--- src/sv/i2c_eeprom_byte_master_assert.svh ---
// Assertion macros used by the i2c_eeprom_byte_master result queue.
// No dependencies; include by bare file name inside a module body.
`ifndef I2C_EEPROM_BYTE_MASTER_ASSERT_SVH
`define I2C_EEPROM_BYTE_MASTER_ASSERT_SVH

// Clocked check, disabled while reset is high.
`define I2C_EBM_ASSERT(name, clk, rst, prop, msg) \
  name: assert property (@(posedge clk) disable iff (rst) prop) else $error(msg);

// Clocked check that also holds during reset.
`define I2C_EBM_ASSERT_ALWAYS(name, clk, prop, msg) \
  name: assert property (@(posedge clk) prop) else $error(msg);

`endif

--- src/sv/i2c_ebm_pkg.sv ---
// Package for the I2C EEPROM byte master: phase and stage codes, result bundle,
// register indexes and field widths. No dependencies.
`timescale 1ns / 1ps

package i2c_ebm_pkg;

  localparam int unsigned CFG_INDEX_W = 8;
  localparam int unsigned CFG_DATA_W  = 16;
  localparam int unsigned WAIT_W      = 16;
  localparam int unsigned DEV_ADDR_W  = 7;

  localparam logic [DEV_ADDR_W-1:0] DEV_ADDR_RESET  = 7'd80;
  localparam logic [WAIT_W-1:0]     WAIT_RESET      = 16'd5600;

  localparam logic [CFG_INDEX_W-1:0] REG_DEVICE_ADDRESS   = 8'd0;
  localparam logic [CFG_INDEX_W-1:0] REG_WRITE_WAIT_TICKS = 8'd1;

  localparam logic [1:0] FUNC_TICK  = 2'd0;
  localparam logic [1:0] FUNC_WRITE = 2'd1;
  localparam logic [1:0] FUNC_READ  = 2'd2;

  typedef enum logic [4:0] {
    PH_IDLE       = 5'd0,
    PH_ST_SCL     = 5'd1,
    PH_TX_SET     = 5'd2,
    PH_TX_HIGH    = 5'd3,
    PH_TX_LOW     = 5'd4,
    PH_ACK_REL    = 5'd5,
    PH_ACK_HIGH   = 5'd6,
    PH_ACK_SAMPLE = 5'd7,
    PH_RS_SDA     = 5'd8,
    PH_RS_SCLH    = 5'd9,
    PH_RS_SDAL    = 5'd10,
    PH_RS_SCLL    = 5'd11,
    PH_RX_HIGH    = 5'd12,
    PH_RX_SAMPLE  = 5'd13,
    PH_NK_HIGH    = 5'd14,
    PH_NK_LOW     = 5'd15,
    PH_SP_SDA     = 5'd16,
    PH_SP_SCL     = 5'd17,
    PH_SP_SDAH    = 5'd18,
    PH_WAIT       = 5'd19
  } phase_t;

  typedef enum logic [1:0] {
    STG_DEV  = 2'd0,
    STG_ADDR = 2'd1,
    STG_DATA = 2'd2,
    STG_READ = 2'd3
  } stage_t;

  typedef struct packed {
    logic       scl;
    logic       sda;
    logic       busy;
    logic       done;
    logic [7:0] read_value;
    logic       ack_error;
  } res_t;

endpackage

--- src/sv/i2c_eeprom_byte_master.sv ---
// I2C EEPROM byte master, top level: configuration registers, sequencer, result queue.
// Depends on i2c_ebm_pkg, i2c_ebm_seq and i2c_ebm_outq.
`timescale 1ns / 1ps

// Usage:
//   Each input transfer (func, mem_addr, write_data, sda_in) is one bus tick; func 1
//   starts a byte write, func 2 a byte read, anything else is a plain tick. Commands
//   are taken only when the sequencer is idle.
//   Each input transfer produces exactly one output transfer with the line levels
//   (scl_out, sda_out), busy_res, done_res, read_value and ack_error after that tick.
//   Output: each result waits in the queue until earlier results are taken.
//   Throughput: one tick per cycle while in_ready is high; the sequencer computes each
//   tick combinationally between its state registers and the two-entry result queue.
//   Stall: in_ready stays high while the queue has a free entry, so one result may
//   wait while the next tick is taken; with two results waiting, in_ready drops.
//   Configuration: cfg_index 0 sets device_address, 1 sets write_wait_ticks; other
//   indexes are ignored. cfg_ready is always high; write only while idle.
//   Reset (rst, synchronous): sequencer idle, both lines released high, queue empty,
//   device_address 80, write_wait_ticks 5600.
module i2c_eeprom_byte_master import i2c_ebm_pkg::*; #(
  parameter int unsigned WaitW = WAIT_W
) (
  input  logic                   clk,
  input  logic                   rst,
  input  logic                   in_valid,
  output logic                   in_ready,
  input  logic [1:0]             func,
  input  logic [7:0]             mem_addr,
  input  logic [7:0]             write_data,
  input  logic                   sda_in,
  output logic                   out_valid,
  input  logic                   out_ready,
  output logic                   scl_out,
  output logic                   sda_out,
  output logic                   busy_res,
  output logic                   done_res,
  output logic [7:0]             read_value,
  output logic                   ack_error,
  input  logic                   cfg_valid,
  output logic                   cfg_ready,
  input  logic [CFG_INDEX_W-1:0] cfg_index,
  input  logic [CFG_DATA_W-1:0]  cfg_data
);

  logic [DEV_ADDR_W-1:0] device_address;
  logic [WaitW-1:0]      write_wait_ticks;
  logic                  step;
  res_t                  step_res;
  res_t                  out_res;

  assign cfg_ready = 1'b1;
  assign step      = in_valid && in_ready;

  always_ff @(posedge clk) begin
    if (rst) begin
      device_address   <= DEV_ADDR_RESET;
      write_wait_ticks <= WaitW'(WAIT_RESET);
    end else if (cfg_valid) begin
      case (cfg_index)
        REG_DEVICE_ADDRESS:   device_address   <= cfg_data[DEV_ADDR_W-1:0];
        REG_WRITE_WAIT_TICKS: write_wait_ticks <= WaitW'(cfg_data);
        default: ;
      endcase
    end
  end

  i2c_ebm_seq #(
    .WaitW(WaitW)
  ) u_seq (
    .clk              (clk),
    .rst              (rst),
    .step             (step),
    .func             (func),
    .mem_addr         (mem_addr),
    .write_data       (write_data),
    .sda_in           (sda_in),
    .device_address   (device_address),
    .write_wait_ticks (write_wait_ticks),
    .res              (step_res)
  );

  i2c_ebm_outq u_outq (
    .clk        (clk),
    .rst        (rst),
    .push       (step),
    .push_res   (step_res),
    .push_ready (in_ready),
    .pop_valid  (out_valid),
    .pop        (out_ready),
    .pop_res    (out_res)
  );

  assign scl_out    = out_res.scl;
  assign sda_out    = out_res.sda;
  assign busy_res   = out_res.busy;
  assign done_res   = out_res.done;
  assign read_value = out_res.read_value;
  assign ack_error  = out_res.ack_error;

endmodule

--- src/sv/i2c_ebm_seq.sv ---
// Bus sequencer: phase register and one tick of next-state logic per transfer.
// Depends on i2c_ebm_pkg.
`timescale 1ns / 1ps

module i2c_ebm_seq import i2c_ebm_pkg::*; #(
  parameter int unsigned WaitW = WAIT_W
) (
  input  logic                  clk,
  input  logic                  rst,
  input  logic                  step,
  input  logic [1:0]            func,
  input  logic [7:0]            mem_addr,
  input  logic [7:0]            write_data,
  input  logic                  sda_in,
  input  logic [DEV_ADDR_W-1:0] device_address,
  input  logic [WaitW-1:0]      write_wait_ticks,
  output res_t                  res
);

  phase_t           phase, phase_next;
  stage_t           byte_stage, byte_stage_next;
  logic [3:0]       bit_counter, bit_counter_next;
  logic [7:0]       shift_byte, shift_byte_next;
  logic [WaitW-1:0] wait_counter, wait_counter_next;
  logic             is_read, is_read_next;
  logic [7:0]       held_address, held_address_next;
  logic [7:0]       held_data, held_data_next;
  logic [7:0]       received_byte, received_byte_next;
  logic             error_flag, error_flag_next;
  logic             line_scl, line_scl_next;
  logic             line_sda, line_sda_next;
  logic             done;
  logic [3:0]       bit_inc;
  logic [7:0]       rx_byte;

  assign bit_inc = bit_counter + 4'd1;
  assign rx_byte = {shift_byte[6:0], sda_in};

  // next state
  always_comb begin
    phase_next         = phase;
    byte_stage_next    = byte_stage;
    bit_counter_next   = bit_counter;
    shift_byte_next    = shift_byte;
    wait_counter_next  = wait_counter;
    is_read_next       = is_read;
    held_address_next  = held_address;
    held_data_next     = held_data;
    received_byte_next = received_byte;
    error_flag_next    = error_flag;
    line_scl_next      = line_scl;
    line_sda_next      = line_sda;
    done               = 1'b0;
    case (phase)
      PH_IDLE: begin
        if (func == FUNC_WRITE || func == FUNC_READ) begin
          held_address_next = mem_addr;
          held_data_next    = write_data;
          is_read_next      = (func == FUNC_READ);
          error_flag_next   = 1'b0;
          byte_stage_next   = STG_DEV;
          bit_counter_next  = 4'd0;
          shift_byte_next   = {device_address, 1'b0};
          line_sda_next     = 1'b0;
          phase_next        = PH_ST_SCL;
        end
      end
      PH_ST_SCL: begin
        line_scl_next = 1'b0;
        phase_next    = PH_TX_SET;
      end
      PH_TX_SET: begin
        line_sda_next = shift_byte[7];
        phase_next    = PH_TX_HIGH;
      end
      PH_TX_HIGH: begin
        line_scl_next = 1'b1;
        phase_next    = PH_TX_LOW;
      end
      PH_TX_LOW: begin
        line_scl_next   = 1'b0;
        shift_byte_next = {shift_byte[6:0], 1'b0};
        if (bit_inc[3]) begin
          bit_counter_next = 4'd0;
          phase_next       = PH_ACK_REL;
        end else begin
          bit_counter_next = bit_inc;
          phase_next       = PH_TX_SET;
        end
      end
      PH_ACK_REL: begin
        line_sda_next = 1'b1;
        phase_next    = PH_ACK_HIGH;
      end
      PH_ACK_HIGH: begin
        line_scl_next = 1'b1;
        phase_next    = PH_ACK_SAMPLE;
      end
      PH_ACK_SAMPLE: begin
        line_scl_next = 1'b0;
        if (sda_in) begin
          error_flag_next = 1'b1;
          phase_next      = PH_SP_SDA;
        end else begin
          case (byte_stage)
            STG_DEV: begin
              byte_stage_next = STG_ADDR;
              shift_byte_next = held_address;
              phase_next      = PH_TX_SET;
            end
            STG_ADDR: begin
              if (is_read) begin
                byte_stage_next = STG_READ;
                phase_next      = PH_RS_SDA;
              end else begin
                byte_stage_next = STG_DATA;
                shift_byte_next = held_data;
                phase_next      = PH_TX_SET;
              end
            end
            STG_DATA: begin
              phase_next = PH_SP_SDA;
            end
            default: begin
              bit_counter_next = 4'd0;
              shift_byte_next  = 8'd0;
              phase_next       = PH_RX_HIGH;
            end
          endcase
        end
      end
      PH_RS_SDA: begin
        line_sda_next = 1'b1;
        phase_next    = PH_RS_SCLH;
      end
      PH_RS_SCLH: begin
        line_scl_next = 1'b1;
        phase_next    = PH_RS_SDAL;
      end
      PH_RS_SDAL: begin
        line_sda_next = 1'b0;
        phase_next    = PH_RS_SCLL;
      end
      PH_RS_SCLL: begin
        line_scl_next    = 1'b0;
        shift_byte_next  = {device_address, 1'b1};
        bit_counter_next = 4'd0;
        phase_next       = PH_TX_SET;
      end
      PH_RX_HIGH: begin
        line_scl_next = 1'b1;
        phase_next    = PH_RX_SAMPLE;
      end
      PH_RX_SAMPLE: begin
        line_scl_next   = 1'b0;
        shift_byte_next = rx_byte;
        if (bit_inc[3]) begin
          bit_counter_next   = 4'd0;
          received_byte_next = rx_byte;
          phase_next         = PH_NK_HIGH;
        end else begin
          bit_counter_next = bit_inc;
          phase_next       = PH_RX_HIGH;
        end
      end
      PH_NK_HIGH: begin
        line_scl_next = 1'b1;
        phase_next    = PH_NK_LOW;
      end
      PH_NK_LOW: begin
        line_scl_next = 1'b0;
        phase_next    = PH_SP_SDA;
      end
      PH_SP_SDA: begin
        line_sda_next = 1'b0;
        phase_next    = PH_SP_SCL;
      end
      PH_SP_SCL: begin
        line_scl_next = 1'b1;
        phase_next    = PH_SP_SDAH;
      end
      PH_SP_SDAH: begin
        line_sda_next = 1'b1;
        if (!is_read && !error_flag) begin
          wait_counter_next = write_wait_ticks;
          phase_next        = PH_WAIT;
        end else begin
          done       = 1'b1;
          phase_next = PH_IDLE;
        end
      end
      PH_WAIT: begin
        if (wait_counter == '0) begin
          done       = 1'b1;
          phase_next = PH_IDLE;
        end else begin
          wait_counter_next = wait_counter - WaitW'(1);
        end
      end
      default: begin
        line_scl_next = 1'b1;
        line_sda_next = 1'b1;
        phase_next    = PH_IDLE;
      end
    endcase
  end

  // result of this tick
  always_comb begin
    res.scl        = line_scl_next;
    res.sda        = line_sda_next;
    res.busy       = (phase_next != PH_IDLE);
    res.done       = done;
    res.read_value = received_byte_next;
    res.ack_error  = error_flag_next;
  end

  always_ff @(posedge clk) begin
    if (rst) begin
      phase         <= PH_IDLE;
      byte_stage    <= STG_DEV;
      bit_counter   <= 4'd0;
      shift_byte    <= 8'd0;
      wait_counter  <= '0;
      is_read       <= 1'b0;
      held_address  <= 8'd0;
      held_data     <= 8'd0;
      received_byte <= 8'd0;
      error_flag    <= 1'b0;
      line_scl      <= 1'b1;
      line_sda      <= 1'b1;
    end else if (step) begin
      phase         <= phase_next;
      byte_stage    <= byte_stage_next;
      bit_counter   <= bit_counter_next;
      shift_byte    <= shift_byte_next;
      wait_counter  <= wait_counter_next;
      is_read       <= is_read_next;
      held_address  <= held_address_next;
      held_data     <= held_data_next;
      received_byte <= received_byte_next;
      error_flag    <= error_flag_next;
      line_scl      <= line_scl_next;
      line_sda      <= line_sda_next;
    end
  end

endmodule

--- src/sv/i2c_ebm_outq.sv ---
// Two-entry result queue between the sequencer and the output channel.
// Depends on i2c_ebm_pkg and i2c_eeprom_byte_master_assert.svh.
`timescale 1ns / 1ps

module i2c_ebm_outq import i2c_ebm_pkg::*; (
  input  logic clk,
  input  logic rst,
  input  logic push,
  input  res_t push_res,
  output logic push_ready,
  output logic pop_valid,
  input  logic pop,
  output res_t pop_res
);

  `include "i2c_eeprom_byte_master_assert.svh"

  res_t       slot [2];
  logic       wr_ptr, wr_ptr_next;
  logic       rd_ptr, rd_ptr_next;
  logic [1:0] count, count_next;
  logic       do_push, do_pop;

  assign push_ready = (count != 2'd2);
  assign pop_valid  = (count != 2'd0);
  assign pop_res    = slot[rd_ptr];
  assign do_push    = push && push_ready;
  assign do_pop     = pop && pop_valid;

  always_comb begin
    wr_ptr_next = wr_ptr ^ do_push;
    rd_ptr_next = rd_ptr ^ do_pop;
    count_next  = count + {1'b0, do_push} - {1'b0, do_pop};
  end

  always_ff @(posedge clk) begin
    if (rst) begin
      wr_ptr <= 1'b0;
      rd_ptr <= 1'b0;
      count  <= 2'd0;
    end else begin
      wr_ptr <= wr_ptr_next;
      rd_ptr <= rd_ptr_next;
      count  <= count_next;
    end
  end

  always_ff @(posedge clk) begin
    if (do_push) begin
      slot[wr_ptr] <= push_res;
    end
  end

  `I2C_EBM_ASSERT_ALWAYS(a_count_bound, clk, rst || count != 2'd3,
    "result queue count out of range")
  `I2C_EBM_ASSERT(a_ptr_count, clk, rst, (count == 2'd1) == (wr_ptr != rd_ptr),
    "queue pointers disagree with count")
  `I2C_EBM_ASSERT(a_push_grow, clk, rst,
    (do_push && !do_pop) |=> count == $past(count) + 2'd1, "push lost in result queue")

endmodule
--- config.mk ---
export PLATFORM = sky130hd
export DESIGN_NAME = i2c_eeprom_byte_master
export DESIGN_NICKNAME = d
export VERILOG_FILES = /design/src/sv/i2c_ebm_pkg.sv /design/src/sv/i2c_eeprom_byte_master.sv /design/src/sv/i2c_ebm_seq.sv /design/src/sv/i2c_ebm_outq.sv
export VERILOG_INCLUDE_DIRS = /design/src /design/src/sv
export SDC_FILE = /design/constraint.sdc
export NUM_CORES = 1
export LEC_CHECK = 0
export ABC_AREA = 1
export BUFFER_PORTS_ARGS = -buffer_cell sky130_fd_sc_hd__buf_2
export CAP_MARGIN = 10
export CORE_ASPECT_RATIO = 0.6
export CORE_MARGIN = 1.5
export CORE_UTILIZATION = 41
export DETAILED_ROUTE_END_ITERATION = 6
export SYNTH_ARGS = -nofsm -noshare
export SYNTH_HDL_FRONTEND = slang
export SYNTH_SLANG_ARGS = --single-unit
--- constraint.sdc ---
create_clock -name clk -period 5.2 [get_ports clk]
set_input_delay 0.26 -clock clk [delete_from_list [all_inputs] [get_ports clk]]
set_output_delay 0.26 -clock clk [all_outputs]
set_load 0.01 [all_outputs]
==> flow_summary_export.csv, run 1 <==
group,metric,value,unit
global_routing,antenna_found_initial,1,
critical_path,cp_num_buf_inv,2,
placed_design,preCtsSetupSlack,2.56,ns
global_routing,grt_usage,21.6,%
die,start_util,42.8,%
die,core_area,13900,sq um
synthesis,synth_edf_count,26,
die,io-pin-count,64,
hold_path,hp-class,"in2reg",
cts,clkTransAtPathRegs,0.06,ns
sta,min_period,2.67,ns
placed_design,dp_hpwl,11200,microns
placed_design,numPortBuffers,62,
critical_path,slowest_delay,0.53,ns
sta,fin_setup_tns,0,ns
route,wl_per_cell,14.2,microns
synthesis,synth_top_cells_by_count,"nand2_1 (217), nor2_1 (141), dfxtp_1 (89)",
hold_path,holdCritStartpoint,"cfg_data[12]",
final_layout,area_growth,17.2,%
sta,relSlewSlack,49.7,%
cts,clock_path_buffers,2,
cts,cts_setup_buffers,0,
sta,hold_viol_final,0,
cts,hold_buffers,0,
synthesis,yosysSeqAreaShare,43.0,%
global_routing,grt_pass1_wl,24800,microns
die,fp.dieH,96.4,microns
final_layout,fin_util,50.2,%
synthesis,synth_top_cell_by_area,"dfxtp_1",
placed_design,gp_congestion,0.910,
synthesis,syn-num-nets,893,
synthesis,async_flop_share,0,%
synthesis,synth_cell_types,43,
synthesis,yosysWarnings,0,
critical_path,crit_chain,"nor2_4 > nand3_2 > clkinv_1 > nand3_2 > nand3_4 > inv_4 > nand2_1 > nor2_1 > nor2_1",
synthesis,postSynthRegisterBits,115,
die,placementRows,33,
sta,timing.fmax,374,MHz
critical_path,crit_slowest_cell,"dfxtp_1",
sta,tightest_slew,0.754,ns
synthesis,synth_top_area_share,29.9,%
power_and_ir_drop,p_leak,3.28,nW
cts,cts_made_buffers,17,
global_routing,grt_pass1_vias,4613,
global_routing,grt_max_degree,63,
cts,htreeDepth,4,
status,status,"complete, no violations",
final_layout,instances_no_fill,1096,
critical_path,worstReg2RegStart,"u_seq.phase[3]$_SDFFE_PP0P_",
route,drt-total-wl,15600,microns
cts,clock_latency,0.41,ns
placed_design,place_area,6350,sq um
sta,layout_setup_ws,2.53,ns
sta,setup_violations,0,
route,vias,5473,
critical_path,endpoint_kind,"flop",
critical_path,cp_max_fo,31,
final_layout,diodes,0,
route,ant_nets,0,
cts,cts_resized,0,
synthesis,synth_ff_type,"dfxtp_1",
route,drt_iter0_markers,504,
synthesis,synth_area_leaders,"dfxtp_1 (30%), nand2_1 (14%), edfxtp_1 (13%)",
route,via_per_inst,4.99,
critical_path,startpoint,"u_seq.phase[3]$_SDFFE_PP0P_",
sta,clock_skew,0.00986,ns
placed_design,dpl.cell_count,1064,
die,die_area,15300,sq um
critical_path,cp.arrival,2.98,ns
run,cap_violations,0,
synthesis,synth_area,5960,sq um
cts,cts-root-buf,"clkbuf_16",
die,fp.dieW,159,microns
final_layout,finalInstanceArea,6980,sq um
route,drt_pass1_iterations,5,
critical_path,start_kind,"flop",
synthesis,yosysMostFrequentCell,"nand2_1",
final_layout,drive_gt1_share,15.8,%
sta,min_period_over_period,51.4,%
final_layout,fin_nets,946,
power_and_ir_drop,vdd_drop_max,264,uV
sta,whs,0.0615,ns
synthesis,synthCells,838,
sta,maxSlewViolCount,0,
cts,tritoncts,"built",
global_routing,grt-ovfl-total,0,
cts,cts_sinks,115,
critical_path,crit_family,"simple AND/OR/NAND/NOR gates",
sta,rsz0062_at_grt,"no",
power_and_ir_drop,power_density,457,nW/um^2
route,drcViolationCount,0,
critical_path,required,5.50,ns
synthesis,avgSynthCellArea,7.11,sq um
power_and_ir_drop,power,3.19,mW
critical_path,criticalPathCategory,"reg2reg",
[tightest hold or removal path: stages]
cell     delay, ns
buf_2         0.08
nand2_1       0.05
nand3_1       0.05
[cells by family (layout without fill, tap and decap cells)]
logic type,after synthesis,in the layout,synth area share [%]
simple gates,463,463,33.9
compound gates,130,130,12.5
buf+inv,118,184,8.45
flops,115,115,43.0
fa+ha+maj,7,7,1.47
xor+xnor,4,4,0.588
other cells,1,1,0.0630
[layout make-up]
class | count | area (sq um)
flip-flops and latches | 115 | 2560
clock inverters | 9 | 149
clock buffers | 23 | 479
repair buffers | 64 | 325
multi-input cells | 605 | 2890
fillers | 1365 | 6930
inverters | 88 | 335
well taps | 192 | 240
[report_power, final]
group	switching (mW)	internal [mW]	total, mW
clock network	0.410	0.841	1.25
registers	0.0934	1.07	1.16
logic	0.520	0.257	0.778
total	1.02	2.17	3.19
[worst paths after layout]
check / endpoint / slack [ns] / depth (start not counted)
hold / removal: write_wait_ticks[12]$_SDFFE_PP1P_ / 0.06 / 3
setup reg to reg: u_seq.wait_counter[14]$_SDFFE_PP0P_ / 2.53 / 9
setup / recovery: u_seq.wait_counter[14]$_SDFFE_PP0P_ / 2.53 / 9
hold reg to reg: device_address[4]$_SDFFE_PP1P_ / 0.48 / 2
[per-layer routing]
layer  up-vias  global-route usage, %  routed length [microns]
met5         -                      0                        0
met4         0                   5.37                      102
met1      2426                   36.0                     8930
li1       2833                      -                        -
met3        10                   5.58                     1250
met2       204                   25.7                     5290
[flip-flops by register name, summed over array words and instances, names as in the netlist]
name and cells:
u_outq.wr_ptr 1, u_seq.byte_stage 2, u_seq.held_address 8, u_seq.received_byte 8, u_seq.shift_byte 8, u_outq.rd_ptr 1, u_seq.line_scl 1, u_seq.phase 5
u_seq.bit_counter 3, u_seq.wait_counter 16, device_address 7, u_outq.count 2, u_seq.line_sda 1, u_seq.error_flag 1, u_seq.is_read 1, write_wait_ticks 16
u_seq.held_data 8, u_outq.slot 26
[cells in the final DEF, fill, tap and decap left out, drive strengths merged]
cell type and n:
dfxtp 89, o21ai 69, clkbuf 23, bufinv 4, o21bai 1, ha 7, buf 64, clkinv 6
nand4 20, nor3 5, o31ai 1, xnor2 2, inv 86, clkinvlp 1, conb 1, a21oi 36
o21a 7, or2 3, nor4 3, nor2 153, nand2 224, xor2 2, nand3 54, edfxtp 26
nand3b 1, a22oi 1, o211ai 14, a31oi 1
(Power assumes the default switching activity.)
==> run 2, diff against run 1 <==
clock period = 2.3 ns   (was 5.2 ns; I/O delays follow)
==> flow_summary_export.csv, run 2 (synthesized netlist as in run 1, its figures left out) <==
group,metric,value,unit
placed_design,dpl.cell_count,1074,
final_layout,largestRegisters,"u_outq.slot: 26 flops, u_seq.wait_counter: 16 flops, write_wait_ticks: 16 flops",
final_layout,drive_gt1_share,16.4,%
power_and_ir_drop,power,7.14,mW
power_and_ir_drop,vdd_drop_max,519,uV
final_layout,fin_util,52.4,%
status,status,"complete, no violations",
sta,layout_setup_ws,0.217,ns
final_layout,finalInstanceArea,7300,sq um
power_and_ir_drop,p_leak,3.42,nW
cts,tritoncts,"built",
die,start_util,42.8,%
die,fp.dieW,159,microns
cts,htreeDepth,4,
placed_design,preCtsSetupSlack,0.242,ns
sta,min_period,2.08,ns
global_routing,grt-ovfl-total,0,
power_and_ir_drop,power_density,978,nW/um^2
sta,maxSlewViolCount,0,
route,drt_iter0_markers,450,
final_layout,num-fill-cells,1354,
critical_path,endpoint_kind,"flop",
critical_path,start_kind,"flop",
final_layout,diodes,0,
power_and_ir_drop,p_sw,2.33,mW
cts,cts_setup_buffers,0,
route,vias,5639,
power_and_ir_drop,p_clk_share,37.4,%
sta,clock_skew,0.00816,ns
final_layout,instances_no_fill,1132,
global_routing,grt_usage,22.6,%
sta,tightest_slew,0.630,ns
placed_design,numPortBuffers,62,
run,cap_violations,0,
die,die_area,15300,sq um
die,core_area,13900,sq um
power_and_ir_drop,power_frac_comb,26.1,%
critical_path,cp_num_buf_inv,2,
critical_path,cp_max_fo,17,
cts,cts_resized,0,
final_layout,largest_register_ffs,26,
route,via_per_inst,4.98,
final_layout,final_common_cell,"nand2_1",
critical_path,required,2.60,ns
sta,rsz0062_at_grt,"no",
sta,setup_violations,0,
critical_path,slowest_delay,0.62,ns
cts,hold_buffers,26,
final_layout,largest-register,"u_outq.slot",
sta,min_period_over_period,90.6,%
global_routing,antenna_found_initial,0,
hold_path,hp-class,"in2reg",
sta,relSlewSlack,57.6,%
final_layout,fin_nets,982,
critical_path,cp.arrival,2.39,ns
sta,fin_setup_tns,0,ns
die,fp.dieH,96.4,microns
critical_path,crit_slowest_cell,"dfxtp_1",
cts,clock_latency,0.41,ns
route,drt-total-wl,16100,microns
route,drcViolationCount,0,
die,io-pin-count,64,
final_layout,area_growth,22.5,%
critical_path,crit_chain,"inv_4 > nor2_2 > nand2_1 > nor2_2 > nand3_4 > inv_4 > nand2_1 > nor2_1 > nor2_1",
critical_path,criticalPathCategory,"reg2reg",
route,wl_per_cell,14.2,microns
power_and_ir_drop,swShare,32.6,%
route,ant_nets,0,
power_and_ir_drop,power_frac_seq,36.5,%
cts,cts-root-buf,"clkbuf_16",
placed_design,place_area,6440,sq um
cts,clock_path_buffers,2,
cts,cts_sinks,115,
cts,clkTransAtPathRegs,0.05,ns
die,placementRows,33,
power_and_ir_drop,internal_power,4.81,mW
global_routing,grt_max_degree,65,
sta,hold_viol_final,0,
global_routing,grt_pass1_wl,25900,microns
global_routing,grt_pass1_vias,5033,
sta,timing.fmax,480,MHz
critical_path,crit_family,"simple AND/OR/NAND/NOR gates",
cts,cts_made_buffers,17,
final_layout,final_cell_mix,"nand2_1 (217), nor2_1 (141), dfxtp_1 (89), inv_1 (74), buf_2 (62)",
sta,whs,0.0200,ns
placed_design,dp_hpwl,11400,microns
route,drt_pass1_iterations,5,
placed_design,gp_congestion,0.917,
-- run 2: cell count changes in the layout (fill, tap and decap cells not counted), sizes merged --
cell,delta
buf,+10
bufinv,-1
clkbuf,-1
clkinv,+3
dlygate4sd3,+26
inv,-1
-- run 2: power by group through the flow --
| stage | sequential, mW | combinational [mW] | clock [mW] |
|---|---|---|---|
| 6_report | 2.61 | 1.86 | 2.67 |
| 5_1_grt | 2.64 | 2.13 | 2.81 |
| 4_1_cts | 2.60 | 1.84 | 2.71 |
| 3_5_place_dp | 2.64 | 1.80 | 0 |
| 3_3_place_gp | 2.64 | 1.79 | 0 |
| 2_1_floorplan | 2.57 | 1.33 | 0 |
-- run 2: per-layer routing --
layer	GRT usage, %	routed length, microns	part of all wire (%)
met1	36.5	8920	56
met2	28.2	5800	36
met3	5.31	1200	7.4
met4	6.39	140	0.87
met5	0	0	0
-- run 2: worst paths after layout --
| kind | startpoint | cells after the start | slack (ns) | end |
|---|---|---|---|---|
| worst max-delay path | u_seq.phase[4]$_SDFFE_PP0P_ | 9 | 0.22 | u_seq.wait_counter[14]$_SDFFE_PP0P_ |
| worst min-delay path | mem_addr[1] | 3 | 0.02 | u_seq.held_address[1]$_SDFFE_PP0P_ |
| worst max register to register | u_seq.phase[4]$_SDFFE_PP0P_ | 9 | 0.22 | u_seq.wait_counter[14]$_SDFFE_PP0P_ |
| worst min register to register | u_outq.count[1]$_SDFF_PP0_ | 1 | 0.47 | u_outq.count[1]$_SDFF_PP0_ |
-- run 2: cell type report --
class                   instances  area (sq um)  share of cell area [%]
well taps                     192           240                    3.29
flip-flops and latches        115          2560                    35.1
repair buffers                100           673                    9.22
clock inverters                10           131                    1.80
clock buffers                  22           464                    6.36
multi-input cells             605          2890                    39.6
inverters                      88           335                    4.60
-- run 2: worst register-to-register path: stages (launching register included) --
cell and delay (ns):
dfxtp_1 0.62, inv_4 0.13, nor2_2 0.18, nand2_1 0.10, nor2_2 0.20, nand3_4 0.26
inv_4 0.26, nand2_1 0.08, nor2_1 0.11, nor2_1 0.04
==> run 3, diff against run 2 <==
PLACE_DENSITY = 0.57   (was default)
==> flow_summary_export.csv, run 3 (synthesized netlist as in run 1, its figures left out) <==
group,metric,value,unit
status,status,"complete, no violations",
global_routing,grt_pass1_wl,27400,microns
die,die_area,15300,sq um
cts,cts_resized,0,
route,wl_met2,6840,microns
final_layout,final_common_cell,"nand2_1",
sta,tightest_slew,0.754,ns
final_layout,multiInputGateArea,2890,sq um
final_layout,seq_area,2560,sq um
route,ant_nets,0,
sta,maxSlewViolCount,0,
final_layout,drive_gt1_share,16.6,%
route,wl_met3,1460,microns
critical_path,crit_chain,"inv_4 > nor2_2 > nand2_1 > nor2_2 > nand3_4 > inv_4 > nand2_1 > nor2_1 > nor2_1",
global_routing,grt_usage,24.0,%
sta,hold_viol_final,0,
sta,rsz0062_at_grt,"no",
critical_path,endpoint_kind,"flop",
sta,clock_skew,0.00762,ns
final_layout,fin_util,52.6,%
die,io-pin-count,64,
critical_path,cp_max_fo,17,
placed_design,place_area,6440,sq um
power_and_ir_drop,power_density,976,nW/um^2
route,highest-signal-layer,"met4",
route,vias,5754,
route,wl_met1,8620,microns
placed_design,dp_hpwl,12500,microns
critical_path,cp_num_buf_inv,2,
final_layout,area_growth,22.9,%
final_layout,diodes,0,
critical_path,start_kind,"flop",
route,drt_pass1_iterations,5,
cts,cts_made_buffers,17,
route,via_per_inst,5.06,
run,cap_violations,0,
route,drt-total-wl,17100,microns
final_layout,largest-register,"u_outq.slot",
global_routing,antenna_found_initial,0,
final_layout,fin_nets,987,
cts,clkTransAtPathRegs,0.06,ns
cts,tritoncts,"built",
cts,cts-root-buf,"clkbuf_16",
route,drcViolationCount,0,
final_layout,num-fill-cells,1392,
die,core_area,13900,sq um
die,fp.dieW,159,microns
die,placementRows,33,
critical_path,criticalPathCategory,"reg2reg",
global_routing,grt-ovfl-total,0,
sta,relSlewSlack,49.7,%
die,fp.dieH,96.4,microns
route,drt_iter0_markers,486,
final_layout,finalInstanceArea,7320,sq um
critical_path,required,2.61,ns
final_layout,largestRegisters,"u_outq.slot: 26 flops, u_seq.wait_counter: 16 flops, write_wait_ticks: 16 flops",
final_layout,largest_register_ffs,26,
route,wl_per_cell,15.0,microns
power_and_ir_drop,vdd_drop_max,582,uV
cts,htreeDepth,4,
critical_path,slowest_delay,0.63,ns
critical_path,cp.arrival,2.42,ns
global_routing,grt_pass1_vias,5324,
global_routing,grt_max_degree,58,
sta,setup_violations,0,
sta,timing.fmax,475,MHz
placed_design,numPortBuffers,62,
die,start_util,42.8,%
power_and_ir_drop,p_leak,3.42,nW
final_layout,final_cell_mix,"nand2_1 (217), nor2_1 (141), dfxtp_1 (89), inv_1 (74), buf_2 (62)",
critical_path,crit_family,"simple AND/OR/NAND/NOR gates",
sta,min_period,2.11,ns
hold_path,hp-class,"in2reg",
cts,clock_latency,0.42,ns
critical_path,crit_slowest_cell,"dfxtp_1",
placed_design,gp_congestion,0.927,
sta,min_period_over_period,91.6,%
cts,clock_path_buffers,2,
cts,cts_sinks,115,
sta,fin_setup_tns,0,ns
run 3: worst paths after layout:
| kind | from | end | slack [ns] | cells past startpoint |
|---|---|---|---|---|
| worst max-delay path | u_seq.phase[4]$_SDFFE_PP0P_ | u_seq.wait_counter[14]$_SDFFE_PP0P_ | 0.19 | 9 |
| worst min-delay path | mem_addr[0] | u_seq.held_address[0]$_SDFFE_PP0P_ | 0.02 | 3 |
| worst max register to register | u_seq.phase[4]$_SDFFE_PP0P_ | u_seq.wait_counter[14]$_SDFFE_PP0P_ | 0.19 | 9 |
| worst min register to register | u_outq.count[1]$_SDFF_PP0_ | u_outq.count[1]$_SDFF_PP0_ | 0.47 | 1 |
run 3: where the power goes:
group / leakage [nW] / switching [mW] / internal, mW / total, mW
combinational: 2.18 / 1.25 / 0.648 / 1.90
clock: 0.274 / 1.03 / 1.60 / 2.63
sequential: 0.971 / 0.196 / 2.42 / 2.61
run 3: area by class of cell:
type	count	share of cell area, %
flip-flops and latches	115	35.0
inverters	88	4.58
repair buffers	105	9.68
multi-input cells	605	39.5
clock buffers	17	5.81
clock inverters	15	2.14
well taps	192	3.28
run 3: through the flow:
step	cells	hold WS [ns]	setup slack, ns	total power [mW]
after global placement	1075	0.325	0.293	4.45
after floorplan	838	0.228	0.472	3.90
after global routing	1137	0.0242	0.0370	7.58
after detailed placement	1075	0.332	0.226	4.48
final	1137	0.0164	0.193	7.14
after CTS	1137	0.00372	0.222	7.16
run 3: metal layers:
layer,up-vias,global-route usage (%)
met2,186,33.8
li1,2907,-
met1,2648,34.1
met5,-,0
met3,13,8.60
met4,0,6.93
run 3: repair_timing:
action	4_1_cts	5_1_grt
buffers inserted	0	0
endpoints found under the hold margin	33	0
hold buffers	30	0
run 3: worst min-delay path, stage by stage:
cell and delay (ns):
buf_2 0.08, o21ai_0 0.08, nor2_1 0.12
